File: src/bvwq_pkg.sv
package bvwq_pkg;

	// field widths
	localparam int ADC_BITS   = 12;
	localparam int MV_W       = 18;
	localparam int BK_W       = 15;
	localparam int QUAL_W     = 2;
	localparam int FAULT_W    = 2;
	localparam int CFG_IDX_W  = 2;
	localparam int CFG_DATA_W = 18;

	localparam int DEF_WINDOW_SIZE = 8;

	// configuration register indexes
	localparam logic [CFG_IDX_W-1:0] REG_LOW_CODE_FILTER   = 2'd0;
	localparam logic [CFG_IDX_W-1:0] REG_SOFT_DEVIATION_MV = 2'd1;
	localparam logic [CFG_IDX_W-1:0] REG_HARD_DEVIATION_MV = 2'd2;

	localparam logic [ADC_BITS-1:0] RST_LOW_CODE_FILTER   = 12'd200;
	localparam logic [MV_W-1:0]     RST_SOFT_DEVIATION_MV = 18'd500;
	localparam logic [MV_W-1:0]     RST_HARD_DEVIATION_MV = 18'd3000;

	// quality grades
	localparam logic [QUAL_W-1:0] QUAL_INACCURATE = 2'd0;
	localparam logic [QUAL_W-1:0] QUAL_MOTION     = 2'd1;
	localparam logic [QUAL_W-1:0] QUAL_STATIC     = 2'd2;

	// read fault codes
	localparam logic [FAULT_W-1:0] FAULT_NONE   = 2'd0;
	localparam logic [FAULT_W-1:0] FAULT_MAIN   = 2'd1;
	localparam logic [FAULT_W-1:0] FAULT_BACKUP = 2'd2;

	// main: code * 103 / 3, the /3 as multiply by ceil(2^21/3) and shift
	localparam int MAIN_PROD_W  = 19;
	localparam logic [6:0]  MAIN_MUL   = 7'd103;
	localparam logic [19:0] MAIN_RECIP = 20'd699051;
	localparam int MAIN_SHIFT   = 21;

	// backup: code * 133 / 33, the /33 as multiply by ceil(2^25/33) and shift
	localparam int BK_PROD_W    = 20;
	localparam logic [7:0]  BK_MUL     = 8'd133;
	localparam logic [19:0] BK_RECIP   = 20'd1016801;
	localparam int BK_SHIFT     = 25;

	typedef struct packed {
		logic [ADC_BITS-1:0] main_code;
		logic                main_ok;
		logic [ADC_BITS-1:0] backup_code;
		logic                backup_ok;
		logic                accessory_on;
		logic                power_present;
	} bvwq_in_t;

	typedef struct packed {
		logic [MV_W-1:0]    main_mv;
		logic [BK_W-1:0]    backup_mv;
		logic [QUAL_W-1:0]  quality;
		logic               mean_used;
		logic [FAULT_W-1:0] read_fault;
	} bvwq_out_t;

	typedef struct packed {
		logic [ADC_BITS-1:0] low_code_filter;
		logic [MV_W-1:0]     soft_deviation_mv;
		logic [MV_W-1:0]     hard_deviation_mv;
	} bvwq_cfg_t;

	typedef struct packed {
		logic capture;
		logic mul_go;
		logic wr_raw;
		logic sum_clear;
		logic sum_rd;
		logic mean_load;
		logic dev_rd;
		logic out_load;
		logic ring_clear;
	} bvwq_cmd_t;

	typedef struct packed {
		logic main_ok;
		logic backup_ok;
		logic power_present;
	} bvwq_sts_t;

	typedef enum logic [3:0] {
		ST_IDLE,
		ST_MUL,
		ST_WR,
		ST_SUM,
		ST_SUM_DRAIN,
		ST_MEAN,
		ST_DEV,
		ST_DEV_DRAIN,
		ST_OUT
	} bvwq_state_t;

endpackage

File: src/bvwq_regs.sv
module bvwq_regs (
	input  logic                                clk,
	input  logic                                arst_n,
	input  logic                                cfg_valid,
	output logic                                cfg_ready,
	input  logic [bvwq_pkg::CFG_IDX_W-1:0]      cfg_index,
	input  logic [bvwq_pkg::CFG_DATA_W-1:0]     cfg_data,
	output bvwq_pkg::bvwq_cfg_t                 cfg
);

	bvwq_pkg::bvwq_cfg_t cfg_q;

	assign cfg_ready = 1'b1;
	assign cfg       = cfg_q;

	always_ff @(posedge clk or negedge arst_n) begin
		if (!arst_n) begin
			cfg_q.low_code_filter   <= bvwq_pkg::RST_LOW_CODE_FILTER;
			cfg_q.soft_deviation_mv <= bvwq_pkg::RST_SOFT_DEVIATION_MV;
			cfg_q.hard_deviation_mv <= bvwq_pkg::RST_HARD_DEVIATION_MV;
		end else if (cfg_valid) begin
			case (cfg_index)
				bvwq_pkg::REG_LOW_CODE_FILTER: begin
					cfg_q.low_code_filter <= cfg_data[bvwq_pkg::ADC_BITS-1:0];
				end
				bvwq_pkg::REG_SOFT_DEVIATION_MV: begin
					cfg_q.soft_deviation_mv <= cfg_data[bvwq_pkg::MV_W-1:0];
				end
				bvwq_pkg::REG_HARD_DEVIATION_MV: begin
					cfg_q.hard_deviation_mv <= cfg_data[bvwq_pkg::MV_W-1:0];
				end
				default: begin
					// unmapped index: write ignored
				end
			endcase
		end
	end

endmodule

File: src/bvwq_dp.sv
module bvwq_dp #(
	parameter int WINDOW_SIZE = bvwq_pkg::DEF_WINDOW_SIZE
) (
	input  logic                              clk,
	input  logic                              arst_n,
	input  bvwq_pkg::bvwq_cfg_t               cfg,
	input  bvwq_pkg::bvwq_in_t                in_data,
	input  bvwq_pkg::bvwq_cmd_t               cmd,
	input  logic [$clog2(WINDOW_SIZE)-1:0]    rd_addr,
	output bvwq_pkg::bvwq_sts_t               sts,
	output bvwq_pkg::bvwq_out_t               out_data
);

	localparam int IDX_W   = $clog2(WINDOW_SIZE);
	localparam int SUM_W   = bvwq_pkg::MV_W + IDX_W;
	// mean as sum * ceil(2^K / WINDOW_SIZE) >> K, exact for any sum below 2^SUM_W
	localparam int MEAN_K  = SUM_W + IDX_W;
	localparam int RECIP_W = SUM_W + 1;
	localparam longint MEAN_RECIP_L = ((longint'(1) << MEAN_K) + longint'(WINDOW_SIZE) - 1)
	                                  / longint'(WINDOW_SIZE);
	localparam logic [RECIP_W-1:0] MEAN_RECIP = RECIP_W'(MEAN_RECIP_L);
	localparam logic [IDX_W-1:0] LAST_SLOT = IDX_W'(WINDOW_SIZE - 1);

	bvwq_pkg::bvwq_in_t  in_q;
	bvwq_pkg::bvwq_out_t out_q;

	logic [bvwq_pkg::MAIN_PROD_W-1:0] main_prod_q;
	logic [bvwq_pkg::BK_PROD_W-1:0]   bk_prod_q;
	logic [bvwq_pkg::MV_W-1:0]        raw_q;
	logic [bvwq_pkg::BK_W-1:0]        backup_q;
	logic [bvwq_pkg::MV_W-1:0]        mean_q;
	logic [bvwq_pkg::MV_W-1:0]        dev_q;
	logic [SUM_W-1:0]                 num_q;
	logic [IDX_W-1:0]                 wslot_q;

	logic [bvwq_pkg::MV_W-1:0] ring_mem [WINDOW_SIZE];
	logic [WINDOW_SIZE-1:0]    vld_q;
	logic [bvwq_pkg::MV_W-1:0] rd_data_s1;
	logic                      rd_vld_s1;
	logic                      sum_rd_s1;
	logic                      dev_rd_s1;

	logic [bvwq_pkg::ADC_BITS-1:0]                 code_f;
	logic [bvwq_pkg::MAIN_PROD_W+19:0]             main_scaled;
	logic [bvwq_pkg::BK_PROD_W+19:0]               bk_scaled;
	logic [bvwq_pkg::MV_W-1:0]                     raw_mv;
	logic [bvwq_pkg::MV_W-1:0]                     rd_val;
	logic [bvwq_pkg::MV_W-1:0]                     abs_d;
	logic [SUM_W+RECIP_W-1:0]                      mean_prod;
	bvwq_pkg::bvwq_out_t                           res;

	assign sts.main_ok       = in_q.main_ok;
	assign sts.backup_ok     = in_q.backup_ok;
	assign sts.power_present = in_q.power_present;
	assign out_data          = out_q;

	// conversion arithmetic
	assign code_f      = (in_q.main_code < cfg.low_code_filter) ? '0 : in_q.main_code;
	assign main_scaled = main_prod_q * bvwq_pkg::MAIN_RECIP;
	assign bk_scaled   = bk_prod_q * bvwq_pkg::BK_RECIP;
	assign raw_mv      = main_scaled[bvwq_pkg::MAIN_SHIFT +: bvwq_pkg::MV_W];

	// window walk arithmetic
	assign rd_val    = rd_vld_s1 ? rd_data_s1 : '0;
	assign abs_d     = (rd_val >= mean_q) ? (rd_val - mean_q) : (mean_q - rd_val);
	assign mean_prod = num_q * MEAN_RECIP;

	always_ff @(posedge clk) begin
		if (cmd.capture) begin
			in_q <= in_data;
		end
		if (cmd.mul_go) begin
			main_prod_q <= bvwq_pkg::MAIN_PROD_W'(code_f * bvwq_pkg::MAIN_MUL);
			bk_prod_q   <= bvwq_pkg::BK_PROD_W'(in_q.backup_code * bvwq_pkg::BK_MUL);
		end
		if (cmd.wr_raw) begin
			raw_q    <= raw_mv;
			backup_q <= bk_scaled[bvwq_pkg::BK_SHIFT +: bvwq_pkg::BK_W];
		end
		if (cmd.sum_clear) begin
			num_q <= '0;
		end else if (sum_rd_s1) begin
			num_q <= num_q + SUM_W'(rd_val);
		end
		if (cmd.mean_load) begin
			mean_q <= mean_prod[MEAN_K +: bvwq_pkg::MV_W];
			dev_q  <= '0;
		end else if (dev_rd_s1 && (abs_d > dev_q)) begin
			dev_q <= abs_d;
		end
		if (cmd.out_load) begin
			out_q <= res;
		end
	end

	// ring storage, registered read
	always_ff @(posedge clk) begin
		if (cmd.wr_raw) begin
			ring_mem[wslot_q] <= raw_mv;
		end
		rd_data_s1 <= ring_mem[rd_addr];
	end

	always_ff @(posedge clk or negedge arst_n) begin
		if (!arst_n) begin
			vld_q     <= '0;
			wslot_q   <= '0;
			rd_vld_s1 <= 1'b0;
			sum_rd_s1 <= 1'b0;
			dev_rd_s1 <= 1'b0;
		end else begin
			rd_vld_s1 <= vld_q[rd_addr];
			sum_rd_s1 <= cmd.sum_rd;
			dev_rd_s1 <= cmd.dev_rd;
			if (cmd.ring_clear) begin
				vld_q <= '0;
			end else if (cmd.wr_raw) begin
				vld_q[wslot_q] <= 1'b1;
			end
			if (cmd.wr_raw) begin
				wslot_q <= (wslot_q == LAST_SLOT) ? '0 : wslot_q + 1'b1;
			end
		end
	end

	// grading and result assembly
	always_comb begin
		res = '0;
		if (!in_q.main_ok) begin
			res.read_fault = bvwq_pkg::FAULT_MAIN;
		end else begin
			if (dev_q > cfg.hard_deviation_mv) begin
				res.quality   = bvwq_pkg::QUAL_INACCURATE;
				res.mean_used = 1'b0;
			end else if (dev_q > cfg.soft_deviation_mv) begin
				res.quality   = bvwq_pkg::QUAL_INACCURATE;
				res.mean_used = 1'b1;
			end else begin
				res.quality   = in_q.accessory_on ? bvwq_pkg::QUAL_MOTION
				                                  : bvwq_pkg::QUAL_STATIC;
				res.mean_used = 1'b1;
			end
			res.main_mv = res.mean_used ? mean_q : raw_q;
			if (!in_q.backup_ok) begin
				res.backup_mv  = '0;
				res.read_fault = bvwq_pkg::FAULT_BACKUP;
			end else begin
				res.backup_mv  = backup_q;
				res.read_fault = bvwq_pkg::FAULT_NONE;
				if (!in_q.power_present) begin
					res.main_mv = '0;
				end
			end
		end
	end

endmodule

File: src/bvwq_ctrl.sv
module bvwq_ctrl #(
	parameter int WINDOW_SIZE = bvwq_pkg::DEF_WINDOW_SIZE
) (
	input  logic                              clk,
	input  logic                              arst_n,
	input  logic                              in_valid,
	output logic                              in_ready,
	output logic                              out_valid,
	input  logic                              out_ready,
	input  bvwq_pkg::bvwq_sts_t               sts,
	output bvwq_pkg::bvwq_cmd_t               cmd,
	output logic [$clog2(WINDOW_SIZE)-1:0]    rd_addr
);

	localparam int IDX_W = $clog2(WINDOW_SIZE);
	localparam logic [IDX_W-1:0] LAST_ENTRY = IDX_W'(WINDOW_SIZE - 1);

	bvwq_pkg::bvwq_state_t state_q, state_d;
	logic [IDX_W-1:0] cnt_q;
	logic             out_valid_q;
	logic             out_free;

	assign out_free  = !out_valid_q || out_ready;
	assign out_valid = out_valid_q;
	assign rd_addr   = cnt_q;

	always_comb begin
		state_d = state_q;
		case (state_q)
			bvwq_pkg::ST_IDLE: begin
				if (in_valid) begin
					state_d = bvwq_pkg::ST_MUL;
				end
			end
			bvwq_pkg::ST_MUL: begin
				state_d = sts.main_ok ? bvwq_pkg::ST_WR : bvwq_pkg::ST_OUT;
			end
			bvwq_pkg::ST_WR: begin
				state_d = bvwq_pkg::ST_SUM;
			end
			bvwq_pkg::ST_SUM: begin
				if (cnt_q == LAST_ENTRY) begin
					state_d = bvwq_pkg::ST_SUM_DRAIN;
				end
			end
			bvwq_pkg::ST_SUM_DRAIN: begin
				state_d = bvwq_pkg::ST_MEAN;
			end
			bvwq_pkg::ST_MEAN: begin
				state_d = bvwq_pkg::ST_DEV;
			end
			bvwq_pkg::ST_DEV: begin
				if (cnt_q == LAST_ENTRY) begin
					state_d = bvwq_pkg::ST_DEV_DRAIN;
				end
			end
			bvwq_pkg::ST_DEV_DRAIN: begin
				state_d = bvwq_pkg::ST_OUT;
			end
			bvwq_pkg::ST_OUT: begin
				if (out_free) begin
					state_d = bvwq_pkg::ST_IDLE;
				end
			end
			default: begin
				state_d = bvwq_pkg::ST_IDLE;
			end
		endcase
	end

	always_comb begin
		cmd      = '0;
		in_ready = 1'b0;
		case (state_q)
			bvwq_pkg::ST_IDLE: begin
				in_ready    = 1'b1;
				cmd.capture = in_valid;
			end
			bvwq_pkg::ST_MUL: begin
				cmd.mul_go = 1'b1;
			end
			bvwq_pkg::ST_WR: begin
				cmd.wr_raw    = 1'b1;
				cmd.sum_clear = 1'b1;
			end
			bvwq_pkg::ST_SUM: begin
				cmd.sum_rd = 1'b1;
			end
			bvwq_pkg::ST_MEAN: begin
				cmd.mean_load = 1'b1;
			end
			bvwq_pkg::ST_DEV: begin
				cmd.dev_rd = 1'b1;
			end
			bvwq_pkg::ST_OUT: begin
				cmd.out_load   = out_free;
				// no power, both reads good: window emptied once the item is graded
				cmd.ring_clear = out_free && sts.main_ok && sts.backup_ok
				                 && !sts.power_present;
			end
			default: begin
				cmd = '0;
			end
		endcase
	end

	always_ff @(posedge clk or negedge arst_n) begin
		if (!arst_n) begin
			state_q     <= bvwq_pkg::ST_IDLE;
			cnt_q       <= '0;
			out_valid_q <= 1'b0;
		end else begin
			state_q <= state_d;
			if ((state_q == bvwq_pkg::ST_SUM) || (state_q == bvwq_pkg::ST_DEV)) begin
				cnt_q <= (state_d == state_q) ? cnt_q + 1'b1 : '0;
			end else begin
				cnt_q <= '0;
			end
			if (cmd.out_load) begin
				out_valid_q <= 1'b1;
			end else if (out_ready) begin
				out_valid_q <= 1'b0;
			end
		end
	end

endmodule

File: src/battery_voltage_window_qualifier_top.sv
// Channel  Handshake                Payload
// in       in_valid / in_ready      in_data   (bvwq_in_t)
// out      out_valid / out_ready    out_data  (bvwq_out_t)
// cfg      cfg_valid / cfg_ready    cfg_index, cfg_data
//
// One item at a time. A good main read goes from accept to result in two
// passes over the window ring through its single read port; the mean is one
// reciprocal multiply. The next item is taken in the cycle after the result
// is loaded. A failed main read goes from the multiply straight to its
// result. A new item is taken while the last result still waits in the
// output register; a stalled output holds the next result in its final
// state. Reset empties the window at once.
module battery_voltage_window_qualifier_top #(
	parameter int WINDOW_SIZE = bvwq_pkg::DEF_WINDOW_SIZE
) (
	input  logic                              clk,
	input  logic                              arst_n,
	input  logic                              in_valid,
	output logic                              in_ready,
	input  bvwq_pkg::bvwq_in_t                in_data,
	output logic                              out_valid,
	input  logic                              out_ready,
	output bvwq_pkg::bvwq_out_t               out_data,
	input  logic                              cfg_valid,
	output logic                              cfg_ready,
	input  logic [bvwq_pkg::CFG_IDX_W-1:0]    cfg_index,
	input  logic [bvwq_pkg::CFG_DATA_W-1:0]   cfg_data
);

	bvwq_pkg::bvwq_cfg_t cfg;
	bvwq_pkg::bvwq_cmd_t cmd;
	bvwq_pkg::bvwq_sts_t sts;
	logic [$clog2(WINDOW_SIZE)-1:0] rd_addr;

	bvwq_regs u_regs (
		.clk       (clk),
		.arst_n    (arst_n),
		.cfg_valid (cfg_valid),
		.cfg_ready (cfg_ready),
		.cfg_index (cfg_index),
		.cfg_data  (cfg_data),
		.cfg       (cfg)
	);

	bvwq_ctrl #(
		.WINDOW_SIZE (WINDOW_SIZE)
	) u_ctrl (
		.clk       (clk),
		.arst_n    (arst_n),
		.in_valid  (in_valid),
		.in_ready  (in_ready),
		.out_valid (out_valid),
		.out_ready (out_ready),
		.sts       (sts),
		.cmd       (cmd),
		.rd_addr   (rd_addr)
	);

	bvwq_dp #(
		.WINDOW_SIZE (WINDOW_SIZE)
	) u_dp (
		.clk      (clk),
		.arst_n   (arst_n),
		.cfg      (cfg),
		.in_data  (in_data),
		.cmd      (cmd),
		.rd_addr  (rd_addr),
		.sts      (sts),
		.out_data (out_data)
	);

endmodule
File: config.mk
export PLATFORM = sky130hd
export DESIGN_NAME = battery_voltage_window_qualifier_top
export DESIGN_NICKNAME = d
export VERILOG_FILES = /design/src/bvwq_pkg.sv /design/src/bvwq_regs.sv /design/src/bvwq_dp.sv /design/src/bvwq_ctrl.sv /design/src/battery_voltage_window_qualifier_top.sv
export SDC_FILE = /design/constraint.sdc
export NUM_CORES = 1
export LEC_CHECK = 0
export BUFFER_PORTS_ARGS = -buffer_cell sky130_fd_sc_hd__buf_4
export CAP_MARGIN = 20
export CELL_PAD_IN_SITES_DETAIL_PLACEMENT = 1
export CELL_PAD_IN_SITES_GLOBAL_PLACEMENT = 1
export CORE_ASPECT_RATIO = 0.75
export CORE_MARGIN = 2
export CORE_UTILIZATION = 57
export CTS_CLUSTER_DIAMETER = 50
export DETAILED_ROUTE_END_ITERATION = 8
export PLACE_DENSITY = 0.94
export SLEW_MARGIN = 25
export SYNTH_ARGS = -nofsm -noshare
export SYNTH_HDL_FRONTEND = slang
export SYNTH_SLANG_ARGS = --single-unit
File: constraint.sdc
create_clock -name clk -period 16.9 [get_ports clk]
set_clock_uncertainty 0.05 [all_clocks]
set_input_delay 1.69 -clock clk [delete_from_list [all_inputs] [get_ports clk]]
set_output_delay 1.69 -clock clk [all_outputs]
set_load 0.02 [all_outputs]
## Word level (Yosys, flattened, before mapping)

Memory sizes are Yosys's and may differ from the RTL's. A register that Yosys moved wholly into a read port is not among the register bits.
Cells that the tools add are included.

| storage, ports and cells | value |
|---|---|
| bits in registers | 265 |
| bits in latches | 0 |
| memory bits (writable) | 144 |
| bits in read-only memories | 0 |
| bits of input ports | 53 |
| output and inout port bits | 41 |
| logic and storage cells | 116 |
| memories kept | 1 |

Memories:

| memory | depth | bits a word | read ports | clocked after Yosys merged registers in | write ports | RTL line | text |
|---|---|---|---|---|---|---|---|
| u_dp.ring_mem | 8 | 18 | 1 | 1 | 1 | bvwq_dp.sv:36 | `logic [bvwq_pkg::MV_W-1:0] ring_mem [WINDOW_SIZE];` |

| cells by class | value |
|---|---|
| $add $sub $neg | 5 |
| $mul | 4 |
| div/mod/pow operators | 0 |
| order comparisons | 8 |
| equal/unequal tests | 13 |
| shift-type cells | 0 |
| multiplexer cells | 38 |
| bitwise operators | 1 |
| reductions and logical operators | 17 |

Operators by type and width:

| operator | count |
|---|---|
| $mux W18 | 5 |
| $gt A18 B18 Y1 | 3 |
| $mul A20 B20 Y40 const B | 1 |
| $mul A19 B20 Y39 const B | 1 |
| $pmux W4 S9 | 1 |
| $sub A18 B18 Y18 | 2 |
| $add A21 B18 Y21 | 1 |
| $mul A12 B8 Y20 const B | 1 |
| $mux W4 | 5 |
| $mul A12 B7 Y19 const B | 1 |
| $ge A18 B18 Y1 | 1 |
| $mux W3 | 6 |
| $eq A4 B3 Y1 const B | 4 |
| $mux W8 | 2 |
| $lt A12 B12 Y1 | 1 |
| $mux W1 | 12 |
| $mux W12 | 1 |
| $eq A4 B2 Y1 const B | 2 |
| $lt A3 B4 Y1 const B | 2 |
| $mux W2 | 4 |
| $or A8 B8 Y8 | 1 |
| $reduce_and A2 Y1 | 4 |
| $add A3 B1 Y3 const B | 2 |
| $eq A3 B3 Y1 const B | 2 |
| 14 further kinds | 21 |

## Longest topological paths before layout

Gate-level depths: netlist of the first run.

| depth | value |
|---|---|
| depth after elaboration | 7 |
| depth in mapped cells | 28 |
| mapped depth without buffers | 26 |

## Cells and area by module

From an unflattened synthesis of the first run, not the netlist that was laid out.

| second synthesis, totals | value |
|---|---|
| cells, all modules | 2,899 |
| area total of the unflattened synthesis | 33,572.2 µm² |

Modules (own cells, without submodules):

| module | times used | cells each | area an instance (µm²) | seq. area each (µm²) |
|---|---|---|---|---|
| bvwq_dp | 1 | 2,743 | 31,224.9 | 10,500.1 |
| bvwq_regs | 1 | 104 | 1,865.5 | 1,221.2 |
| bvwq_ctrl | 1 | 52 | 481.7 | 200.2 |

## Worst setup path after synthesis of the first run

Ideal clock, no wire load.

| timing | value |
|---|---|
| kind | reg-to-reg |
| start | register u_dp.bk_prod_q[0] (netlist name) |
| end | register u_dp.backup_q[9] (netlist name) (data pin) |
| library setup time | 259 ps |
| arrival time | 6,352 ps |
| required time | 16,591 ps |
| slack | 10,240 ps |
| stages on the path, launching flop included | 23 |
| buffers on the path | 0 |
| period minus slack after synthesis | 6,660 ps |
| path through | edfxtp_1 -> fa_1 -> inv_1 -> fa_1 -> fa_1 -> inv_1 -> fa_1 -> inv_1 -> fa_1 -> inv_1 -> fa_1 -> inv_1 -> fa_1 -> inv_1 -> ha_1 -> nand2_1 -> nor4_1 -> o211ai_1 -> a31oi_1 -> nor2_1 -> o311ai_0 -> a21oi_1 -> xnor2_1 |

| between the ends | value |
|---|---|
| longest elaborated chain between the ends | 1 |

RTL lines:

| element | RTL line | text |
|---|---|---|
| from (decl) | bvwq_dp.sv:28 | `logic [bvwq_pkg::BK_PROD_W-1:0] bk_prod_q;` |
| from (signal assigned) | bvwq_dp.sv:74 | `bk_prod_q <= bvwq_pkg::BK_PROD_W'(in_q.backup_code * bvwq_pkg::BK_MUL);` |
| $mul A20 B20 Y40 | bvwq_dp.sv:60 | `assign bk_scaled = bk_prod_q * bvwq_pkg::BK_RECIP;` |
| net u_dp.bk_scaled, one bit | bvwq_dp.sv:45 | `logic [bvwq_pkg::BK_PROD_W+19:0] bk_scaled;` |
| to (signal assigned) | bvwq_dp.sv:78 | `backup_q <= bk_scaled[bvwq_pkg::BK_SHIFT +: bvwq_pkg::BK_W];` |
| to (decl) | bvwq_dp.sv:30 | `logic [bvwq_pkg::BK_W-1:0] backup_q;` |

The timed path passes the listed nets, and every way through them passes these cells.
A chain may end at the register's enable or synchronous reset.

## Worst setup path after layout of the first run

Same ends and word-level chain as after synthesis.

==> impl_metrics.csv, run 1 <==
group,metric,value,unit
cts,post_cts_resized,0,
cts,clockBufferDepth,3,
routing,wl_met3,11410,um
critical_path,arrival,8.64,ns
cts,cts_hold_buf,0,
cts,path_clk_slew,0.06,ns
critical_path,crit_slowest_cell,"o311ai_0",
floorplanning,dieArea,60930,um2
synth,synth_edf_count,300,
sta,hold_violations,0,
critical_path,slowest_delay,0.72,ns
synth,netlist_instances,2944,
floorplanning,start_util,57.36,%
critical_path,crit_required,17.23,ns
floorplanning,die_h,214.3,um
cells_and_area,fin_nets,3881,
critical_path,path_buf_inv,6,
cts,h-tree-depth,2,
routing,routedWlPerCell,32.00,um
placement,routabilityCongestion,0.9645,
placement,port_buffers,92,
floorplanning,chipWidth,284.4,um
grt,grt_max_degree,68,
grt,overflow,0,
routing,first_pass_iters,5,
synth,yosysWarnings,0,
sta,grt_setup_unrepaired,"no",
cts,cts_buffers,51,
floorplanning,top_level_ports,94,
synth,synth_ff_type,"edfxtp_1",
floorplanning,rows,77,
synth,avgSynthCellArea,11.41,um2
routing,ant_nets,0,
critical_path,critPathLaunch,"u_dp.bk_prod_q[0]",
sta,finalSetupViolCount,0,
cells_and_area,drive_above_1_share,11.31,%
routing,vias_per_cell,6.608,
synth,yosysSeqAreaShare,35.48,%
grt,grt_pass1_vias,28579,
sta,drv_slew,0,
critical_path,path_common_cell,"fa_1",
routing,finalWirelength,124900,um
sta,min_period,8.315,ns
grt,grt_use_total,39.40,%
sta,tightest_slew,1.074,ns
synth,synth_cell_types,84,
routing,routed.top_layer,"met4",
worst_hold_path,hp-start,"u_dp.num_q[7]",
routing,drc,0,
synth,synth_area,33600,um2
job,drv_cap,0,
critical_path,worstSetupPathType,"flip-flop to flip-flop",
cts,cts_tree,"yes",
placement,hpwlAfterDp,79420,um
critical_path,start_kind,"flip-flop",
floorplanning,coreArea,58580,um2
synth,syn_nets,3765,
sta,timing.final.crit_share,49.20,%
critical_path,crit_chain,"fa_1, inv_1, fa_1, fa_1, inv_1, fa_1, inv_1, fa_1, inv_1, fa_1, inv_1, fa_1, inv_1, ha_1, nand2_1, nor4_1, o211ai_1, a31oi_1, nor2_1, o311ai_0, a21oi_1, xnor2_1",
synth,ys_seq_elements,427,
critical_path,cp_top_family,"adder cells",
cells_and_area,syn_to_final_growth,10.29,%
sta,relSlewSlack,27.78,%
critical_path,crit_path_end_kind,"flip-flop",
cells_and_area,mostFrequentLayoutCells,"inv_1, ha_1, edfxtp_1, fa_1, nor2_1",
status,status,"completed",
synth,async_reset_ff_share,16.39,%
worst_hold_path,hp-class,"flip-flop to flip-flop",
critical_path,crit_fanout,6,
grt,grt_pass1_wl,180800,um
grt,grt_antenna_before_repair,7,
critical_path,worstReg2RegStart,"u_dp.bk_prod_q[0]",
cts,worstSkewPairLatency,0.65,ns
cts,cts_setup_buffers,0,
routing,route.vias.total,25786,
cts,cts_sinks,427,
routing,wl_met1,45280,um
sta,finalSetupTns,0,ns
cells_and_area,mostFrequentLayoutCell,"inv_1",
cts,root_buffer,"clkbuf_16",
sta,max_freq,0.1203,GHz
routing,dr_wl_met2,58630,um
routing,drtIter0Drc,2759,
state kept, by name, summed over array words and instances, names as in the netlist:
signal and cells:
u_dp.num_q 21, u_dp.mean_q 18, u_dp.in_q 25, u_dp.ring_mem 144, u_ctrl.state_q 4, u_dp.wslot_q 3, u_dp.rd_data_s1 18, u_dp.vld_q 8
u_dp.sum_rd_s1 1, u_dp.main_prod_q 19, u_ctrl.out_valid 1, u_regs.cfg 48, u_ctrl.rd_addr 3, u_dp.rd_vld_s1 1, u_dp.dev_q 18, u_dp.sts 3
u_dp.backup_q 15, u_dp.out_data 38, u_dp.raw_q 18, u_dp.dev_rd_s1 1, u_dp.bk_prod_q 20
final cells by class:
cell class              count  area (um2)
diodes                      9       22.52
flip-flops and latches    427       11920
multi-input cells        1838       19130
clock buffers              67        1450
repair buffers            117       889.6
fillers                  5985       21520
inverters                 625        2346
clock inverters            29       306.5
well taps                 790       988.4
metal layers:
layer | up-vias | GRT usage [%]
met5 | - | 0
met4 | 0 | 22.68
met3 | 690 | 8.979
met2 | 1833 | 65.24
met1 | 13031 | 47.53
li1 | 10232 | -
stage by stage:
stage          util [%]  hold slack, ns  worst slack (ns)  cells  cell area (um2)
6_report          63.27          0.4233             8.585   3902            37060
5_1_grt           63.25          0.4390             8.493   3898            37050
4_1_cts           63.23          0.4196             8.963   3893            37040
3_5_place_dp      60.23          0.4042             9.239   3797            35280
3_3_place_gp      60.17          0.3917             9.570   3795            35250
2_1_floorplan         -          0.3765             10.24   2944            33600
Yosys cell counts (all sizes together), types with 23 or more instances:
| cell type | n | area share, % |
|---|---|---|
| a21o | 65 | 1.5 |
| a21oi | 111 | 1.7 |
| and3 | 27 | 0.50 |
| clkbuf | 32 | 0.36 |
| dfrtp | 54 | 4.0 |
| dfxtp | 57 | 3.4 |
| edfxtp | 300 | 27 |
| fa | 260 | 15 |
| ha | 508 | 19 |
| inv | 625 | 7.0 |
| mux2 | 60 | 2.0 |
| mux2i | 40 | 1.2 |
| mux4 | 38 | 2.5 |
| nand2 | 98 | 1.1 |
| nand3 | 27 | 0.40 |
| nand4 | 23 | 0.43 |
| nor2 | 148 | 1.7 |
| nor2b | 26 | 0.48 |
| nor3 | 33 | 0.49 |
| o21ai | 60 | 0.89 |
| xnor2 | 58 | 1.5 |
| xor2 | 27 | 0.70 |
cells by family (layout without fill, tap and decap cells):
kind of cell             after synthesis  in the layout  synth area share (%)
AO/OA/AOI/OAI                        367            367                 7.269
XOR/XNOR                              85             85                 2.216
adder cells (fa/ha/maj)              768            768                 34.41
buffers and inverters                679            838                 7.734
flip-flops                           427            427                 35.48
multiplexers                         138            138                 5.772
other                                  1             10               0.01116
AND/OR/NAND/NOR                      479            479                 7.112
final timing paths:
check	end	slack, ns	depth (start not counted)
min	u_dp.mean_q[4]	0.42	0
max	u_dp.backup_q[9]	8.59	22
min reg2reg	u_dp.mean_q[4]	0.42	0
max reg2reg	u_dp.backup_q[9]	8.59	22
min in group asynchronous	u_ctrl.out_valid	0.80	1
max in group asynchronous	u_ctrl.rd_addr[0]	14.82	2
Power of run 1 is not shown: default switching activity piles up to over one toggle a cycle in this logic, so the estimate is an artifact.
==> run 2: changes to the inputs <==
--- a/config.mk
+++ b/config.mk
@@ -11,10 +11,10 @@
 export CELL_PAD_IN_SITES_GLOBAL_PLACEMENT = 1
 export CORE_ASPECT_RATIO = 0.75
 export CORE_MARGIN = 2
-export CORE_UTILIZATION = 57
+export CORE_UTILIZATION = 52
 export CTS_CLUSTER_DIAMETER = 50
 export DETAILED_ROUTE_END_ITERATION = 8
-export PLACE_DENSITY = 0.94
+export PLACE_DENSITY = 0.87
 export SLEW_MARGIN = 25
 export SYNTH_ARGS = -nofsm -noshare
 export SYNTH_HDL_FRONTEND = slang
==> constraint.sdc (replaced) <==
create_clock -name clk -period 8.4 [get_ports clk]
set_clock_uncertainty 0.05 [all_clocks]
set_input_delay 0.84 -clock clk [delete_from_list [all_inputs] [get_ports clk]]
set_output_delay 0.84 -clock clk [all_outputs]
set_load 0.02 [all_outputs]
==> run 2 against run 1 <==
Net effect: critical path depth stayed put; non-clock buffer count is 3 higher; setup slack lost 7.8 ns; via count shrank 12%; global-route usage down 10 points; final cell count up 1.5%; largest cell class unchanged.
==> impl_metrics.csv, run 2 (same netlist as run 1, synthesis figures left out) <==
group,metric,value,unit
cells_and_area,top_register,"u_dp.ring_mem",
routing,route.vias.total,22807,
floorplanning,chipWidth,297.5,um
critical_path,worstSetupPathType,"flip-flop to flip-flop",
floorplanning,rows,80,
sta,tightest_slew,0.9670,ns
grt,grt_max_degree,65,
cts,cts_tree,"yes",
routing,finalWirelength,96690,um
cells_and_area,syn_to_final_growth,10.25,%
job,drv_cap,0,
cells_and_area,mostFrequentLayoutCells,"inv_1, ha_1, edfxtp_1, fa_1, nor2_1",
cts,post_cts_resized,0,
critical_path,worstReg2RegStart,"u_dp.bk_prod_q[0]",
cells_and_area,seq_area,11920,um2
floorplanning,top_level_ports,94,
worst_hold_path,hp-class,"primary input to async pin",
sta,timing.final.crit_share,91.02,%
routing,drtIter0Drc,1642,
sta,hold_violations,0,
cells_and_area,drive_above_1_share,11.19,%
cts,path_clk_slew,0.07,ns
critical_path,path_buf_inv,6,
cells_and_area,mostFrequentLayoutCell,"inv_1",
placement,hpwlAfterDp,74000,um
routing,vias_per_cell,5.756,
floorplanning,coreArea,63760,um2
sta,grt_setup_unrepaired,"no",
cells_and_area,nFillCells,6657,
sta,max_freq,0.1308,GHz
sta,finalSetupTns,0,ns
placement,dp_cells,3869,
critical_path,path_common_cell,"fa_1",
routing,routedWlPerCell,24.41,um
sta,relSlewSlack,35.07,%
cts,worstSkewPairLatency,0.61,ns
placement,routabilityCongestion,0.9558,
cts,cts_hold_buf,0,
critical_path,crit_chain,"fa_1, inv_1, fa_1, fa_1, inv_1, fa_1, inv_1, fa_1, inv_1, fa_1, inv_1, fa_1, inv_1, ha_1, nand2_1, nor4_1, a22oi_1, a31oi_1, nor2_1, o311ai_0, a21oi_1, xnor2_1",
grt,grt_pass1_vias,25702,
floorplanning,dieArea,66690,um2
cts,cts_sinks,427,
critical_path,reg2reg_depth,22,
sta,min_period,7.646,ns
cts,cts_setup_buffers,0,
cells_and_area,fin_nets,3882,
sta,drv_slew,0,
sta,hold_slack,0.02306,ns
grt,grt_pass1_wl,151000,um
status,status,"completed",
critical_path,crit_path_end_kind,"flip-flop",
floorplanning,die_h,224.1,um
routing,first_pass_iters,8,
grt,overflow,0,
critical_path,crit_required,8.71,ns
cells_and_area,largest_reg_flops,144,
critical_path,cp_top_family,"adder cells",
grt,grt_use_total,29.29,%
placement,port_buffers,92,
cts,clockBufferDepth,3,
floorplanning,start_util,52.70,%
cts,cts_buffers,49,
critical_path,reg2reg_slack,0.75,ns
routing,ant_nets,0,
cts,h-tree-depth,2,
critical_path,r2r-end,"u_dp.backup_q[9]",
critical_path,start_kind,"flip-flop",
routing,drc,0,
cts,root_buffer,"clkbuf_16",
critical_path,crit_fanout,6,
cells_and_area,final_cells,3962,
grt,grt_antenna_before_repair,1,
critical_path,arrival,7.95,ns
critical_path,slowest_delay,0.74,ns
cells_and_area,multi_input_area,19140,um2
cells_and_area,diodes,0,
critical_path,crit_slowest_cell,"o311ai_0",
sta,finalSetupViolCount,0,
==> run 2: cell count changes in the layout (fill, tap and decap cells not counted), moves of 3 or more <==
| cell | before | now |
|---|---|---|
| clkbuf_16 | 54 | 49 |
| clkinv_1 | 1 | 4 |
| clkinvlp_4 | 2 | 5 |
| buf_4 | 115 | 118 |
| diode_2 | 9 | 0 |
==> run 2: area by class of cell <==
type,count,area share (%)
multi-input cells,1838,51.67
clock buffers,63,3.587
well taps,861,2.908
inverters,625,6.333
repair buffers,120,2.452
clock inverters,28,0.8613
flip-flops and latches,427,32.18
==> run 2: through the flow <==
| stage | instance area [um2] | util (%) | setup WS [ns] |
|---|---|---|---|
| 3_3_place_gp | 35360 | 55.45 | 1.075 |
| 5_1_grt | 37040 | 58.10 | 0.4222 |
| 4_1_cts | 37010 | 58.04 | 0.8043 |
| 2_1_floorplan | 33600 | - | 1.740 |
| 3_5_place_dp | 35360 | 55.45 | 0.9077 |
| 6_report | 37040 | 58.10 | 0.7541 |
==> run 2: routing by layer <==
layer / vias to the layer above / track usage [%] / wire, um
li1: 10201 / - / -
met1: 11789 / 39.02 / 41690
met2: 638 / 50.99 / 47790
met3: 179 / 3.394 / 4596
met4: 0 / 7.722 / 2618
met5: - / 0 / 0
==> run 2: how the worst max path moves through the flow <==
stage          cells after the start                to              start  slack, ns
6_report                          22  u_dp.backup_q[9]  u_dp.bk_prod_q[0]       0.75
5_1_grt                           22  u_dp.backup_q[9]  u_dp.bk_prod_q[0]       0.42
4_1_cts                           22  u_dp.backup_q[9]  u_dp.bk_prod_q[0]       0.80
3_5_place_dp                      22  u_dp.backup_q[9]  u_dp.bk_prod_q[0]       0.91
3_3_place_gp                      22  u_dp.backup_q[9]  u_dp.bk_prod_q[0]       1.08
2_1_floorplan                     22  u_dp.backup_q[9]  u_dp.bk_prod_q[0]       1.74
Power of run 2 is left out for the same reason.
==> run 3: changes to the inputs <==
--- a/config.mk
+++ b/config.mk
@@ -5,16 +5,17 @@
 export SDC_FILE = /design/constraint.sdc
 export NUM_CORES = 1
 export LEC_CHECK = 0
+export ABC_AREA = 1
 export BUFFER_PORTS_ARGS = -buffer_cell sky130_fd_sc_hd__buf_4
 export CAP_MARGIN = 20
 export CELL_PAD_IN_SITES_DETAIL_PLACEMENT = 1
 export CELL_PAD_IN_SITES_GLOBAL_PLACEMENT = 1
 export CORE_ASPECT_RATIO = 0.75
 export CORE_MARGIN = 2
-export CORE_UTILIZATION = 52
+export CORE_UTILIZATION = 50
 export CTS_CLUSTER_DIAMETER = 50
 export DETAILED_ROUTE_END_ITERATION = 8
-export PLACE_DENSITY = 0.87
+export PLACE_DENSITY = 0.88
 export SLEW_MARGIN = 25
 export SYNTH_ARGS = -nofsm -noshare
 export SYNTH_HDL_FRONTEND = slang
==> run 3 against run 2 <==
Net effect: routed wire length rose by 30%; final cell count rose by 33%; first-iteration DRC count up 93%; via count is 34% higher; cell area grew 8.5%; setup slack better by 1.1 ns; sequential share of layout area decreased by 2.5 points; highest routed layer is now met5; register-to-register slack better by 1.1 ns; critical path depth is 6 lower; area after synthesis is 8.8% higher.
==> impl_metrics.csv, run 3 <==
group,metric,value,unit
sta,setup_slack,1.827,ns
grt,grt_use_total,33.68,%
synth,synth_cell_types,54,
sta,hold_slack,0.2556,ns
grt,grt_max_degree,79,
routing,route.vias.total,30623,
synth,async_reset_ff_share,16.39,%
cts,root_buffer,"clkbuf_16",
cts,h-tree-depth,2,
synth,yosys.area.top_type,"edfxtp_1",
sta,relSlewSlack,31.00,%
synth,synth.area.top_cells,"edfxtp_1, ha_1, fa_1",
floorplanning,chipWidth,316.2,um
cells_and_area,final_area,40180,um2
routing,vias_per_cell,5.802,
routing,finalWirelength,126100,um
cts,cts_tree,"yes",
routing,routedWlPerCell,23.89,um
routing,first_pass_iters,6,
cts,cts_sinks,427,
cells_and_area,syn_to_final_growth,9.900,%
critical_path,worstSetupPathType,"flip-flop to flip-flop",
floorplanning,coreArea,72110,um2
critical_path,crit_chain,"ha_1, fa_1, inv_1, fa_1, inv_1, fa_1, inv_1, fa_1, inv_1, fa_1, ha_1, nand2_1, nor2_1, nand4_1, o211ai_1, xor2_1",
critical_path,path_buf_inv,4,
grt,grt_antenna_before_repair,3,
sta,timing.final.crit_share,78.24,%
sta,drv_slew,0,
synth,yosysSeqAreaShare,32.61,%
routing,drc,0,
floorplanning,top_level_ports,94,
floorplanning,die_h,238.2,um
grt,grt_pass1_vias,33468,
cts,cts_setup_buffers,0,
sta,tightest_slew,1.032,ns
cts,post_cts_resized,0,
cts,clockBufferDepth,3,
critical_path,cp_top_family,"adder cells",
sta,finalSetupTns,0,ns
floorplanning,dieArea,75320,um2
worst_hold_path,hp-class,"primary input to async pin",
routing,drtIter0Drc,3176,
synth,yosysWarnings,0,
job,drv_cap,0,
critical_path,crit_fanout,9,
cts,worstSkewPairLatency,0.64,ns
sta,max_freq,0.1521,GHz
synth,synth.most_common_cell,"inv_1",
critical_path,crit_slowest_cell,"xor2_1",
synth,netlist_instances,4173,
critical_path,crit_required,8.66,ns
synth,synth_area,36560,um2
placement,place_area,38330,um2
sta,hold_violations,0,
critical_path,arrival,6.84,ns
grt,overflow,0,
grt,grt_pass1_wl,193500,um
placement,routabilityCongestion,0.9778,
synth,synth_top_area_share,24.64,%
status,status,"completed",
cells_and_area,fin_nets,5098,
placement,pre_cts_ws,1.998,ns
cts,cts_hold_buf,0,
cells_and_area,largest_reg_flops,144,
routing,ant_nets,0,
placement,hpwlAfterDp,97370,um
synth,synth_ff_type,"edfxtp_1",
synth,avgSynthCellArea,8.761,um2
cells_and_area,mostFrequentLayoutCell,"inv_1",
sta,finalSetupViolCount,0,
cells_and_area,mostFrequentLayoutCells,"inv_1, nand2_1, ha_1, nor2_1, edfxtp_1",
sta,grt_setup_unrepaired,"no",
sta,min_period,6.573,ns
synth,synth_edf_count,300,
critical_path,crit_path_end_kind,"flip-flop",
synth,ys_top_cells_by_count,"inv_1, nand2_1, ha_1, nor2_1, edfxtp_1",
critical_path,path_common_cell,"fa_1",
cts,path_clk_slew,0.06,ns
cts,cts_buffers,52,
placement,port_buffers,92,
floorplanning,start_util,50.70,%
floorplanning,rows,85,
critical_path,slowest_delay,0.74,ns
synth,ys_seq_elements,427,
synth,syn_nets,4994,
cells_and_area,drive_above_1_share,6.574,%
critical_path,start_kind,"flip-flop",
cells_and_area,top_register,"u_dp.ring_mem",
[run 3: changes by cell type in the layout (fill, tap and decap cells not counted), sizes merged, moves of 33 or more]
cell and change:
nand2 +631, inv +298, nor2 +281, o21ai +183, nand3 +115, a21oi +83
mux2 -60, a21o -48, xnor2 -44, mux2i -40, mux4 -38, xor2 +33
[run 3: final timing paths]
path                                           from                   to  slack [ns]  cells past startpoint
worst max-delay path            u_dp.main_prod_q[4]  u_dp.ring_mem[3][0]        1.83                     16
worst min-delay path                         arst_n       u_regs.cfg[14]        0.26                      1
worst max register to register  u_dp.main_prod_q[4]  u_dp.ring_mem[3][0]        1.83                     16
worst min register to register       u_dp.num_q[12]       u_dp.mean_q[9]        0.43                      0
max in group asynchronous                    arst_n       u_dp.sum_rd_s1        7.34                      1
min in group clk                        in_data[14]        u_dp.in_q[14]        0.34                      1
[run 3: metal layers]
| metal | wire length, um | global-route usage, % | up-vias |
|---|---|---|---|
| met1 | 51720 | 43.91 | 15377 |
| li1 | - | - | 13513 |
| met2 | 59850 | 56.29 | 1388 |
| met3 | 9508 | 5.597 | 341 |
| met4 | 5002 | 12.82 | 4 |
| met5 | 25 | 0 | - |
[run 3: logic make-up after synthesis]
family                   synth area share [%]
adder cells (fa/ha/maj)                 31.62
flip-flops                              32.61
AO/OA/AOI/OAI                           8.141
XOR/XNOR                                1.773
other                                 0.01026
AND/OR/NAND/NOR                         15.58
buffers and inverters                   10.26
[run 3: metrics by stage]
stage / utilization [%] / std cells
floorplan: - / 4173
global placement: 53.15 / 5180
detailed placement: 53.15 / 5180
CTS: 55.72 / 5277
global route: 55.72 / 5277
finish: 55.72 / 5278
[run 3: final cells by class]
type / instances / area, um2
diodes: 1 / 2.502
flip-flops and latches: 427 / 11920
inverters: 918 / 3446
multi-input cells: 2766 / 20920
clock inverters: 34 / 452.9
repair buffers: 112 / 840.8
well taps: 957 / 1197
clock buffers: 63 / 1394
fillers: 8456 / 31930
Power of run 3 is left out for the same reason.
